--- src/hdl/matc_pkg.sv ---
package matc_pkg;

	localparam int unsigned WORD_W = 32;
	localparam int unsigned CFG_W = 32;
	localparam int unsigned CHAN_W = 2;
	localparam int unsigned MASK_W = 4;
	localparam logic [CFG_W-1:0] TIMEOUT_RESET = 32'd1000;

	localparam logic ACT_SAMPLE = 1'b0;
	localparam logic ACT_READ = 1'b1;

	typedef struct packed {
		logic clear;
		logic capture;
	} ctrl_t;

endpackage

--- src/hdl/multi_channel_arrival_time_capture.sv ---
// samples: accepted every cycle, state updated at the accepting edge, no result
// read: first word valid the cycle after acceptance, CHANNELS words at one per cycle
// while out_ready holds; a read is held off while a readout drains, taken as its
// final word is accepted; rate set by the single snapshot buffer in the readout stage
// reset: asynchronous, clears all captured times, flags and ready; timeout_us to 1000
module multi_channel_arrival_time_capture import matc_pkg::*; #(
	parameter int unsigned CHANNELS  = 4,
	parameter int unsigned TIME_BITS = 32
) (
	input  logic                 clk,
	input  logic                 arst_n,
	input  logic                 cfg_we,
	input  logic [CFG_W-1:0]     cfg_data,
	input  logic                 in_valid,
	output logic                 in_ready,
	input  logic                 action,
	input  logic [MASK_W-1:0]    edge_mask,
	input  logic [TIME_BITS-1:0] now_time,
	output logic                 out_valid,
	input  logic                 out_ready,
	output logic [CHAN_W-1:0]    channel,
	output logic [WORD_W-1:0]    time_word,
	output logic                 was_ready,
	output logic                 last
);

	logic [CFG_W-1:0]           timeout_q;
	logic [CHANNELS+MASK_W-1:0] mask_pad;
	logic [TIME_BITS-1:0]       time_q  [CHANNELS];
	logic [TIME_BITS-1:0]       time_nx [CHANNELS];
	logic [CHANNELS-1:0]        flag_nx;
	logic                       room;
	logic                       sample_acc;
	logic                       read_acc;
	logic                       all_q;
	ctrl_t                      ctrl;

	always_ff @(posedge clk or negedge arst_n) begin
		if (!arst_n) begin
			timeout_q <= TIMEOUT_RESET;
		end else if (cfg_we) begin
			timeout_q <= cfg_data;
		end
	end

	assign in_ready = room || (action == ACT_SAMPLE);
	assign sample_acc = in_valid && in_ready && (action == ACT_SAMPLE);
	assign read_acc = in_valid && in_ready && (action == ACT_READ);
	assign mask_pad = (CHANNELS + MASK_W)'(edge_mask);

	for (genvar g = 0; g < CHANNELS; g++) begin : g_lane
		matc_lane #(
			.TIME_BITS(TIME_BITS)
		) u_lane (
			.clk     (clk),
			.arst_n  (arst_n),
			.edge_in (mask_pad[g]),
			.now_time(now_time),
			.ctrl    (ctrl),
			.time_q  (time_q[g]),
			.time_nx (time_nx[g]),
			.flag_nx (flag_nx[g])
		);
	end

	matc_merge #(
		.CHANNELS (CHANNELS),
		.TIME_BITS(TIME_BITS)
	) u_merge (
		.clk       (clk),
		.arst_n    (arst_n),
		.sample_acc(sample_acc),
		.read_acc  (read_acc),
		.now_time  (now_time),
		.timeout_us(timeout_q),
		.time_nx   (time_nx),
		.flag_nx   (flag_nx),
		.ctrl      (ctrl),
		.all_q     (all_q)
	);

	matc_readout #(
		.CHANNELS (CHANNELS),
		.TIME_BITS(TIME_BITS)
	) u_readout (
		.clk      (clk),
		.arst_n   (arst_n),
		.load     (read_acc),
		.times    (time_q),
		.ready_in (all_q),
		.room     (room),
		.out_valid(out_valid),
		.out_ready(out_ready),
		.channel  (channel),
		.time_word(time_word),
		.was_ready(was_ready),
		.last     (last)
	);

	a_read_gives_words: assert property (@(posedge clk) disable iff (!arst_n)
		read_acc |=> out_valid)
		else $error("no readout after read request");

endmodule

--- src/hdl/matc_lane.sv ---
module matc_lane import matc_pkg::*; #(
	parameter int unsigned TIME_BITS = 32
) (
	input  logic                 clk,
	input  logic                 arst_n,
	input  logic                 edge_in,
	input  logic [TIME_BITS-1:0] now_time,
	input  ctrl_t                ctrl,
	output logic [TIME_BITS-1:0] time_q,
	output logic [TIME_BITS-1:0] time_nx,
	output logic                 flag_nx
);

	logic flag_q;

	assign time_nx = edge_in ? now_time : time_q;
	assign flag_nx = edge_in | flag_q;

	always_ff @(posedge clk or negedge arst_n) begin
		if (!arst_n) begin
			time_q <= '0;
			flag_q <= 1'b0;
		end else if (ctrl.clear) begin
			time_q <= '0;
			flag_q <= 1'b0;
		end else if (ctrl.capture) begin
			time_q <= time_nx;
			flag_q <= flag_nx;
		end
	end

endmodule

--- src/hdl/matc_merge.sv ---
module matc_merge import matc_pkg::*; #(
	parameter int unsigned CHANNELS  = 4,
	parameter int unsigned TIME_BITS = 32
) (
	input  logic                 clk,
	input  logic                 arst_n,
	input  logic                 sample_acc,
	input  logic                 read_acc,
	input  logic [TIME_BITS-1:0] now_time,
	input  logic [CFG_W-1:0]     timeout_us,
	input  logic [TIME_BITS-1:0] time_nx [CHANNELS],
	input  logic [CHANNELS-1:0]  flag_nx,
	output ctrl_t                ctrl,
	output logic                 all_q
);

	localparam int unsigned LEAF = 1 << $clog2(CHANNELS);
	localparam int unsigned CMP_W = (TIME_BITS > CFG_W) ? TIME_BITS : CFG_W;

	logic [TIME_BITS-1:0] tree [2*LEAF];
	logic [TIME_BITS-1:0] latest;
	logic [TIME_BITS-1:0] age;
	logic                 all_nx;
	logic                 stale;

	always_comb begin
		for (int k = 0; k < 2 * LEAF; k++) begin
			tree[k] = '0;
		end
		for (int k = 0; k < CHANNELS; k++) begin
			tree[LEAF + k] = time_nx[k];
		end
		for (int k = LEAF - 1; k > 0; k--) begin
			tree[k] = (tree[2*k] > tree[2*k+1]) ? tree[2*k] : tree[2*k+1];
		end
	end

	assign latest = tree[(LEAF > 1) ? 1 : LEAF];
	assign age = now_time - latest;
	assign all_nx = &flag_nx;
	assign stale = sample_acc && !all_nx && (|flag_nx) && !all_q &&
		(CMP_W'(age) > CMP_W'(timeout_us)) && (tree[0] == '0 || 1'b1);

	assign ctrl.clear = read_acc | stale;
	assign ctrl.capture = sample_acc;

	always_ff @(posedge clk or negedge arst_n) begin
		if (!arst_n) begin
			all_q <= 1'b0;
		end else if (read_acc) begin
			all_q <= 1'b0;
		end else if (sample_acc && all_nx) begin
			all_q <= 1'b1;
		end
	end

	a_read_clears: assert property (@(posedge clk) disable iff (!arst_n)
		read_acc |=> !all_q)
		else $error("ready flag survived a readout");

	a_all_sets: assert property (@(posedge clk) disable iff (!arst_n)
		(sample_acc && !read_acc && all_nx) |=> all_q)
		else $error("ready flag not set after full capture");

	a_no_stale_when_ready: assert property (@(posedge clk) disable iff (!arst_n)
		all_q |-> !stale)
		else $error("timeout discard while ready");

endmodule

--- src/hdl/matc_readout.sv ---
module matc_readout import matc_pkg::*; #(
	parameter int unsigned CHANNELS  = 4,
	parameter int unsigned TIME_BITS = 32
) (
	input  logic                 clk,
	input  logic                 arst_n,
	input  logic                 load,
	input  logic [TIME_BITS-1:0] times [CHANNELS],
	input  logic                 ready_in,
	output logic                 room,
	output logic                 out_valid,
	input  logic                 out_ready,
	output logic [CHAN_W-1:0]    channel,
	output logic [WORD_W-1:0]    time_word,
	output logic                 was_ready,
	output logic                 last
);

	localparam int unsigned IDX_W = (CHANNELS > 1) ? $clog2(CHANNELS) : 1;
	localparam logic [IDX_W-1:0] IDX_LAST = IDX_W'(CHANNELS - 1);

	logic [WORD_W-1:0]  snap_q [CHANNELS];
	logic [WORD_W-1:0]  word_nx [CHANNELS];
	logic [IDX_W-1:0]   idx_q;
	logic [IDX_W+1:0]   idx_ext;
	logic               busy_q;
	logic               rdy_q;
	logic               take;

	always_comb begin
		for (int k = 0; k < CHANNELS; k++) begin
			word_nx[k] = WORD_W'({^times[k][TIME_BITS-2:0], times[k][TIME_BITS-2:0]});
		end
	end

	assign take = busy_q && out_ready;
	assign last = (idx_q == IDX_LAST);
	assign room = !busy_q || (take && last);
	assign out_valid = busy_q;
	assign idx_ext = (IDX_W + 2)'(idx_q);
	assign channel = idx_ext[CHAN_W-1:0];
	assign time_word = snap_q[idx_q];
	assign was_ready = rdy_q;

	always_ff @(posedge clk or negedge arst_n) begin
		if (!arst_n) begin
			busy_q <= 1'b0;
			idx_q <= '0;
		end else if (load) begin
			busy_q <= 1'b1;
			idx_q <= '0;
		end else if (take) begin
			if (last) begin
				busy_q <= 1'b0;
				idx_q <= '0;
			end else begin
				idx_q <= idx_q + 1'b1;
			end
		end
	end

	always_ff @(posedge clk) begin
		if (load) begin
			snap_q <= word_nx;
			rdy_q <= ready_in;
		end
	end

	a_load_starts: assert property (@(posedge clk) disable iff (!arst_n)
		load |=> (busy_q && idx_q == '0))
		else $error("readout did not start at channel zero");

	a_load_room: assert property (@(posedge clk) disable iff (!arst_n)
		load |-> room)
		else $error("readout overrun");

endmodule
--- config.mk ---
export PLATFORM = sky130hd
export DESIGN_NAME = multi_channel_arrival_time_capture
export DESIGN_NICKNAME = d
export VERILOG_FILES = /design/src/hdl/matc_pkg.sv /design/src/hdl/multi_channel_arrival_time_capture.sv /design/src/hdl/matc_lane.sv /design/src/hdl/matc_merge.sv /design/src/hdl/matc_readout.sv
export SDC_FILE = /design/constraint.sdc
export NUM_CORES = 1
export LEC_CHECK = 0
export BUFFER_PORTS_ARGS = -buffer_cell sky130_fd_sc_hd__buf_2
export CORE_MARGIN = 1.5
export CORE_UTILIZATION = 63
export CTS_CLUSTER_DIAMETER = 200
export DETAILED_ROUTE_END_ITERATION = 10
export GPL_TIMING_DRIVEN = 0
export PLACE_DENSITY = 0.82
export SLEW_MARGIN = 25
export SYNTH_ARGS = -nofsm -noshare
export SYNTH_HDL_FRONTEND = slang
export SYNTH_HIERARCHICAL = 1
export SYNTH_SLANG_ARGS = --single-unit
--- constraint.sdc ---
create_clock -name clk -period 12.54 [get_ports clk]
set_clock_uncertainty 0.15 [all_clocks]
set_input_delay 2.508 -clock clk [delete_from_list [all_inputs] [get_ports clk]]
set_output_delay 2.508 -clock clk [all_outputs]
set_load 0.005 [all_outputs]
# Word level (Yosys, flattened, before mapping)
# Index checks and enable logic that the tools add are counted.
# totals
reg_bits	297
elab_cells	92
# classes
addsub	2
n_lt_le_gt_ge	5
n_bitwise	7
n_reduce_logical	26
eq_ne	1
n_mux	34
# ops
op	n
$mux W32	17
$gt A32 B32 Y1	4
$reduce_xor A31 Y1	4
$bmux W32 S2	1
$sub A32 B32 Y32	1
$mux W1	13
$logic_and A1 B1 Y1	10
$reduce_bool A2 Y1	4
$mux W2	3
$or A1 B1 Y1	5
$reduce_and A4 Y1	1
$reduce_or A4 Y1	1
$ge A3 B3 Y1 const B	1
$logic_not A1 Y1	3
$not A2 Y3	1
$add A2 B1 Y2 const B	1
$eq A2 B2 Y1 const B	1
$logic_or A1 B1 Y1	2
$reduce_and A2 Y1	1
$not A1 Y1	1

# Logic depth before layout (Yosys ltp)
# Gate-level depths: netlist (run 1).
# depth
word_depth	12
mapped_depth	49

# Hierarchy
# The synthesis (run 1) kept the hierarchy.
# modules_own_cells
module	n_inst	seq_area_each_um2	cells_per_inst	area_each_um2
matc_lane	4	825.8	186	2029.4
matc_readout	1	3948.8	287	5894.4
matc_merge	1	25.0	799	5834.3
multi_channel_arrival_time_capture	1	808.3	71	1371.3

# Least setup slack after synthesis (run 1)
# No wires, ideal clock.
# synth_timing
kind	input -> register
startpoint	in edge_mask[0]
endpoint	reg g_lane[0].u_lane.time_q[17]
required_ps	12312
t_arrival_ps	11023
path_slack_ps	1289
cell_stages	45
cell_sequence	buf_6 > buf_6 > mux2_2 > ha_1 > and4_1 > and4bb_1 > and3_1 > nand2b_1 > o21ai_1 > buf_2 > mux2_2 > ha_1 > a21o_1 > a21o_1 > a211o_1 > or4_1 > a22oi_1 > or2_2 > [... 9 more ...] > a21o_1 > a21oi_1 > o21bai_1 > a21oi_1 > xnor2_1 > ha_1 > a21o_1 > a21o_1 > a21o_1 > a21o_1 > a21o_1 > a21o_1 > a221o_1 > a221o_1 > a21o_1 > clkbuf_2 > clkbuf_1 > a21oi_1
# synth_rtl
element	line_no	source
start, declared	multi_channel_arrival_time_capture.sv:17	input logic [MASK_W-1:0] edge_mask,
end signal, assigned	matc_lane.sv:27	time_q <= time_nx;
end, declared	matc_lane.sv:9	output logic [TIME_BITS-1:0] time_q,

==> metrics.txt, run 1 <==
Yosys reg bits=297; Hold Startpoint=u_merge/all_q; CP peak stage delay=0.43 ns; Worst-Skew Late Latency=approximately 0.59 ns; drt first pass iters=6; uppermost routed layer=met4; hold_buf cts=0; die area=34800 um^2; relative slew slack=between 50% and 60%; I/O pins=about 110; GRT Total Usage=between 30% and 40%; DRT iter0 DRCs=~2000; top post-synthesis cells by area=dfrtp_1 19%, edfxtp_1 18%, ha_1 9.4%, mux2_2 8.4%, a21oi_1 4.6%; CP required=approximately 13 ns; DRT antenna net count=0; Setup TNS Final=0 ns; final setup violation count=0; DR WL met3=roughly 6.3 mm; GRT Residual Overflow=0; vias in the first global route=16078; synthesized instance count=~1900; Critical Path Fanout Max=10; Synthesized Nets=between 2000 and 2500; count of different cell masters after synthesis=66; status=complete, no violations; H-tree levels=1; Hold Crit Class=reg -> reg; syn_area_per_cell=roughly 11 um^2; area leader, netlist=dfrtp_1; fin crit period=between 10 and 15 ns; Synth Cell Area=21200 um^2; via count=roughly 16000; Max Cap Violations=0; std cell rows=between 60 and 70; WL met1=approximately 23 mm; largest buffer count on any clock path=3; Most common cell on crit path=a21o_1; WL/cell=about 24 um; Slew Limit Fails=0; DRC=0; arrival time worst endpoint=12.50 ns; PortBufs=approximately 110; met2 wire len=27.7 mm; most common cell in the netlist=a21oi_1; CTS tree=yes; Crit Path Category=in -> reg; Post-synth EDFFs=between 100 and 150; Initial Util=around 64%; Synth Warn #=6; CTS root buffer=clkbuf_16; TritonCTS Buffers=31; slowest cell on the critical path=mux2_2; drt via density=about 6.5; Yosys top cell area share=roughly a fifth; CP Capture Type=register; chip width=between 150 and 200 um; Seq/Total Area, Yosys=38.1%; first-pass GRT wire length=between 90 and 100 mm; clock slew at reported path FFs=around 0.07 ns; CTS Sinks=between 200 and 300; asr flop ratio synth=56.6%; Slew @ Worst Pin=between 0.7 and 0.8 ns; Fin. Hold Viols=0; Placer Congestion=between 0.9 and 1; FMAX=between 80 and 90 MHz; core area=33400 um^2; area delta synth->final=11.4%; initial antenna violation count=3; Final Cycle Share=between 90% and 100%; hpwl dp=~46 mm; r2r startpoint=g_lane[2].u_lane/time_q[14]; crit start category=input port; nets@finish=roughly 2300; Worst Setup SP=edge_mask[1]; commonest cells in the netlist=197 x a21oi_1, 162 x dfrtp_1, 160 x ha_1; largest net degree at the start of global routing=87; share of layout cells above drive strength 1=27.5%; commonest register cell after synthesis=dfrtp_1; Total Wirelength=around 60 mm; Vert. Die Dim=~190 um; hold slack=0.340 ns
==> kinds of logic after synthesis <==
family                     synth area share (%)
AOI/OAI and AO/OA                          16.0
buffers and inverters                      6.46
and+or+nand+nor                            8.03
muxes                                      15.6
adders and majority gates                  9.53
xor gates and xnor gates                   6.28
DFF                                        38.1
==> placed cells by master, fill, tap and decap left out, drive strengths merged, types with 4 or more instances in the layout <==
cell      netlist  final
dfstp           6      6
clkinv          0      5
nand3         141    141
mux2          189    189
inv           114    117
nand2          72     72
mux2i          35     35
o21a            5      5
and3            5      5
nor2           41     41
o211ai          4      4
a21boi          6      6
buf            89    195
ha            160    160
dfrtp         162    162
a31oi           6      6
nor2b          11     11
o31ai           4      4
xnor2          96     96
and4            4      4
or2             8      8
a21bo         128    128
nand2b         12     12
o21ai          64     64
a21o           39     39
a211oi          9      9
mux4           32     32
nand4          26     26
xnor3          16     16
edfxtp        129    129
a21oi         197    197
nor3           11     11
bufinv          0      5
xor2           15     15
clkinvlp        0      5
clkbuf         26     70
==> critical path: cells and delay by family <==
| kind | cells | cell delay (ns) |
|---|---|---|
| muxes | 2 | 0.79 |
| xor gates and xnor gates | 1 | 0.14 |
| and+or+nand+nor | 9 | 2.11 |
| adders and majority gates | 4 | 1.14 |
| AOI/OAI and AO/OA | 21 | 4.32 |
| buffers and inverters | 8 | 1.41 |
==> through the flow <==
stage               instances  worst slack (ns)  instance area (um^2)  utilization [%]
floorplan                1901              1.29                 21200                -
global route             2519           -0.0125                 23600             70.8
finish                   2519             0.386                 23600             70.8
CTS                      2515             0.212                 23500             70.4
detailed placement       2458            -0.563                 22400             67.2
global placement         2455            -0.351                 22300             66.9
==> per-layer routing <==
layer  GRT usage [%]  vias up
met5               0        -
met3            5.59      162
met1            46.4     7969
met2            54.5      940
met4            14.3        0
li1                -     7283
==> state kept, by name (all words and copies together) (netlist names) <==
signal                flops
g_lane.u_lane/flag_q      4
g_lane.u_lane/time_q    128
timeout_q                32
u_merge/all_q             1
u_readout/channel         2
u_readout/out_valid       1
u_readout/snap_q        128
u_readout/was_ready       1
==> worst paths after layout <==
path,cells past startpoint,slack [ns],end
setup / recovery,45,0.39,g_lane[1].u_lane/time_q[8]
min in group asynchronous,1,1.78,g_lane[0].u_lane/time_q[5]
setup reg to reg,43,2.15,g_lane[1].u_lane/time_q[8]
max in group asynchronous,2,9.54,timeout_q[3]
hold reg to reg,0,0.34,u_readout/was_ready
hold / removal,0,0.34,u_readout/was_ready
==> timing repair <==
action | in CTS | in global routing
pin swaps | 0 | 1
setup endpoints to repair | 2 | 132
buffers inserted | 0 | 2
gates resized for setup | 1 | 41
==> final cells by class <==
type | count | area (um^2)
fillers | 2394 | 9730
inverters | 114 | 428
clock buffers | 39 | 847
clock inverters | 18 | 240
well taps | 448 | 561
multi-input cells | 1375 | 11900
repair buffers | 111 | 638
diodes | 2 | 5.00
flip-flops and latches | 297 | 8090
plain buffers | 115 | 968
Power of run 1 is left out: the tool's default activity adds up to more than one toggle a clock period on the data nets, which glitch-free logic cannot reach.
==> inputs of run 2 (changes only) <==
--- a/config.mk
+++ b/config.mk
@@ -5,7 +5,7 @@
 export SDC_FILE = /design/constraint.sdc
 export NUM_CORES = 1
 export LEC_CHECK = 0
-export BUFFER_PORTS_ARGS = -buffer_cell sky130_fd_sc_hd__buf_2
+export BUFFER_PORTS_ARGS = -buffer_cell sky130_fd_sc_hd__clkbuf_2
 export CORE_MARGIN = 1.5
 export CORE_UTILIZATION = 63
 export CTS_CLUSTER_DIAMETER = 200
==> constraint.sdc (replaced) <==
create_clock -name clk -period 12.54 [get_ports clk]
set_clock_uncertainty 0.15 [all_clocks]
set_input_delay 1.254 -clock clk [delete_from_list [all_inputs] [get_ports clk]]
set_output_delay 1.254 -clock clk [all_outputs]
set_load 0.005 [all_outputs]
==> metrics.txt, run 2 (synthesized netlist as in run 1, its figures left out) <==
H-tree levels=2 (+1); most frequent cells in the layout=197 x a21oi_1, 162 x dfrtp_1, 160 x ha_1; hold slack=0.338 ns (-0.00224 ns); CTS tree=yes; Hold Crit Class=reg -> reg; share of layout cells above drive strength 1=26.5% (-0.94 points); nets@finish=2282 (+0.088%); Setup Buffers After CTS=0 (unchanged); Core Util, Final=70.7% (-0.11 points); crit start category=input port; status=complete, no violations; vias in the first global route=15936 (-0.88%); FMAX=85.8 MHz (+4.3%); via count=16237 (-0.72%); DRT iter0 DRCs=1709 (-14%); r2r startpoint=g_lane[1].u_lane/time_q[22]; Initial Util=63.6% (unchanged); Placer Congestion=0.990 (+1.5%); Critical Path Fanout Max=10 (unchanged); Max Cap Violations=0 (unchanged); std cell rows=67 (unchanged); Vert. Die Dim=187 um (unchanged); worst hold stages=0 (unchanged); DRT antenna net count=0 (unchanged); relative slew slack=50.8% (-2.4 points); Setup TNS Final=0 ns (unchanged); Slew @ Worst Pin=0.733 ns (+0.0309 ns); RSZ-0062 raised after global routing=no; area delta synth->final=11.2%; Worst-Skew Late Latency=0.54 ns (-0.05 ns); Most common cell on crit path=ha_1; setup slack, reg-to-reg=1.57 ns (-0.58 ns); Register Area=8090 um^2 (unchanged); initial antenna violation count=0 (-3); CP required=12.83 ns (-0.05 ns); Total Wirelength=58.3 mm (-2.8%); fin crit period=11.65 ns (-0.504 ns); Post-CTS Resized=0 (-1); commonest non-fill, non-tap cell in the layout=a21oi_1; Slew Limit Fails=0 (unchanged); diode count=0 (-2); fill count=2416 (+0.92%); TritonCTS Buffers=34 (+9.7%); drt first pass iters=6 (unchanged); CTS Sinks=297 (unchanged); arrival time worst endpoint=11.94 ns (-0.56 ns); largest net degree at the start of global routing=83 (-4.6%); largest buffer count on any clock path=3 (unchanged); DRC=0 (unchanged); GRT Residual Overflow=0 (unchanged); worst hold endpoint=u_readout/was_ready; slowest cell on the critical path=o21ai_1; Final Cycle Share=92.9% (-4.0 points); largest registers=g_lane.u_lane/time_q x128, u_readout/snap_q x128, timeout_q x32; Critical R2R Capture=g_lane[1].u_lane/time_q[17]; hold_buf cts=0 (unchanged); reg2reg path depth=44 (+2.3%); chip width=187 um (unchanged); Crit Path Category=in -> reg; final setup violation count=0 (unchanged); core area=33400 um^2 (unchanged); drt via density=6.45 (-0.72%); CTS root buffer=clkbuf_16; PortBufs=106 (unchanged); die area=34800 um^2 (unchanged); CP peak stage delay=0.59 ns (+0.16 ns); hpwl dp=45.2 mm (-1.2%); Fin. Hold Viols=0 (unchanged); multi-input combinational cell area=11800 um^2 (-0.77%); Hold Startpoint=u_merge/all_q; CP Capture Type=register; GRT Total Usage=33.5% (-0.56 points); first-pass GRT wire length=90.1 mm (-1.6%); clock slew at reported path FFs=0.06 ns (about the same); I/O pins=112 (unchanged); WL/cell=23.2 um (-2.8%)
-- run 2: cell types whose count changed in the layout (fill, tap and decap cells not counted), sizes merged --
cell | before | now
clkbuf | 70 | 173
buf | 195 | 93
diode | 2 | 0
clkinvlp | 5 | 0
clkinv | 5 | 11
-- run 2: worst max-delay path, delay by kind of cell --
family / cells / cell delay (ns)
mux: 3 / 0.99
simple gates: 11 / 1.97
compound gates: 18 / 4.71
fa+ha+maj: 5 / 1.33
buf+inv: 9 / 1.68
-- run 2: worst max-delay path by stage --
stage / slack (ns) / end / from / cells past startpoint
finish: 0.89 / g_lane[1].u_lane/time_q[17] / edge_mask[1] / 46
global route: 0.24 / g_lane[0].u_lane/time_q[25] / edge_mask[1] / 46
CTS: 1.15 / g_lane[1].u_lane/time_q[17] / edge_mask[1] / 46
detailed placement: 0.66 / g_lane[0].u_lane/time_q[24] / edge_mask[1] / 45
global placement: 0.90 / g_lane[0].u_lane/time_q[2] / edge_mask[1] / 45
floorplan: 2.54 / g_lane[0].u_lane/time_q[17] / edge_mask[0] / 45
-- run 2: layout make-up --
cell class              count  share of cell area [%]
repair buffers            110                    2.75
flip-flops and latches    297                    34.3
well taps                 448                    2.38
plain buffers             115                    4.00
clock inverters            19                    1.03
multi-input cells        1375                    49.9
inverters                 114                    1.81
clock buffers              41                    3.89
-- run 2: stage by stage --
step	cells	area, um^2	setup slack, ns
global placement	2455	22300	0.904
CTS	2519	23600	1.15
detailed placement	2459	22400	0.663
global route	2519	23600	0.244
finish	2519	23600	0.889
floorplan	1901	21200	2.54
-- run 2: layer usage --
metal | part of all wire (%) | up-vias | GRT usage (%)
li1 | - | 7275 | -
met1 | 39 | 7912 | 45.5
met2 | 46 | 896 | 53.1
met3 | 11 | 154 | 6.04
met4 | 4.1 | 0 | 14.6
met5 | 0 | - | 0
Power of run 2 is left out for the same reason.
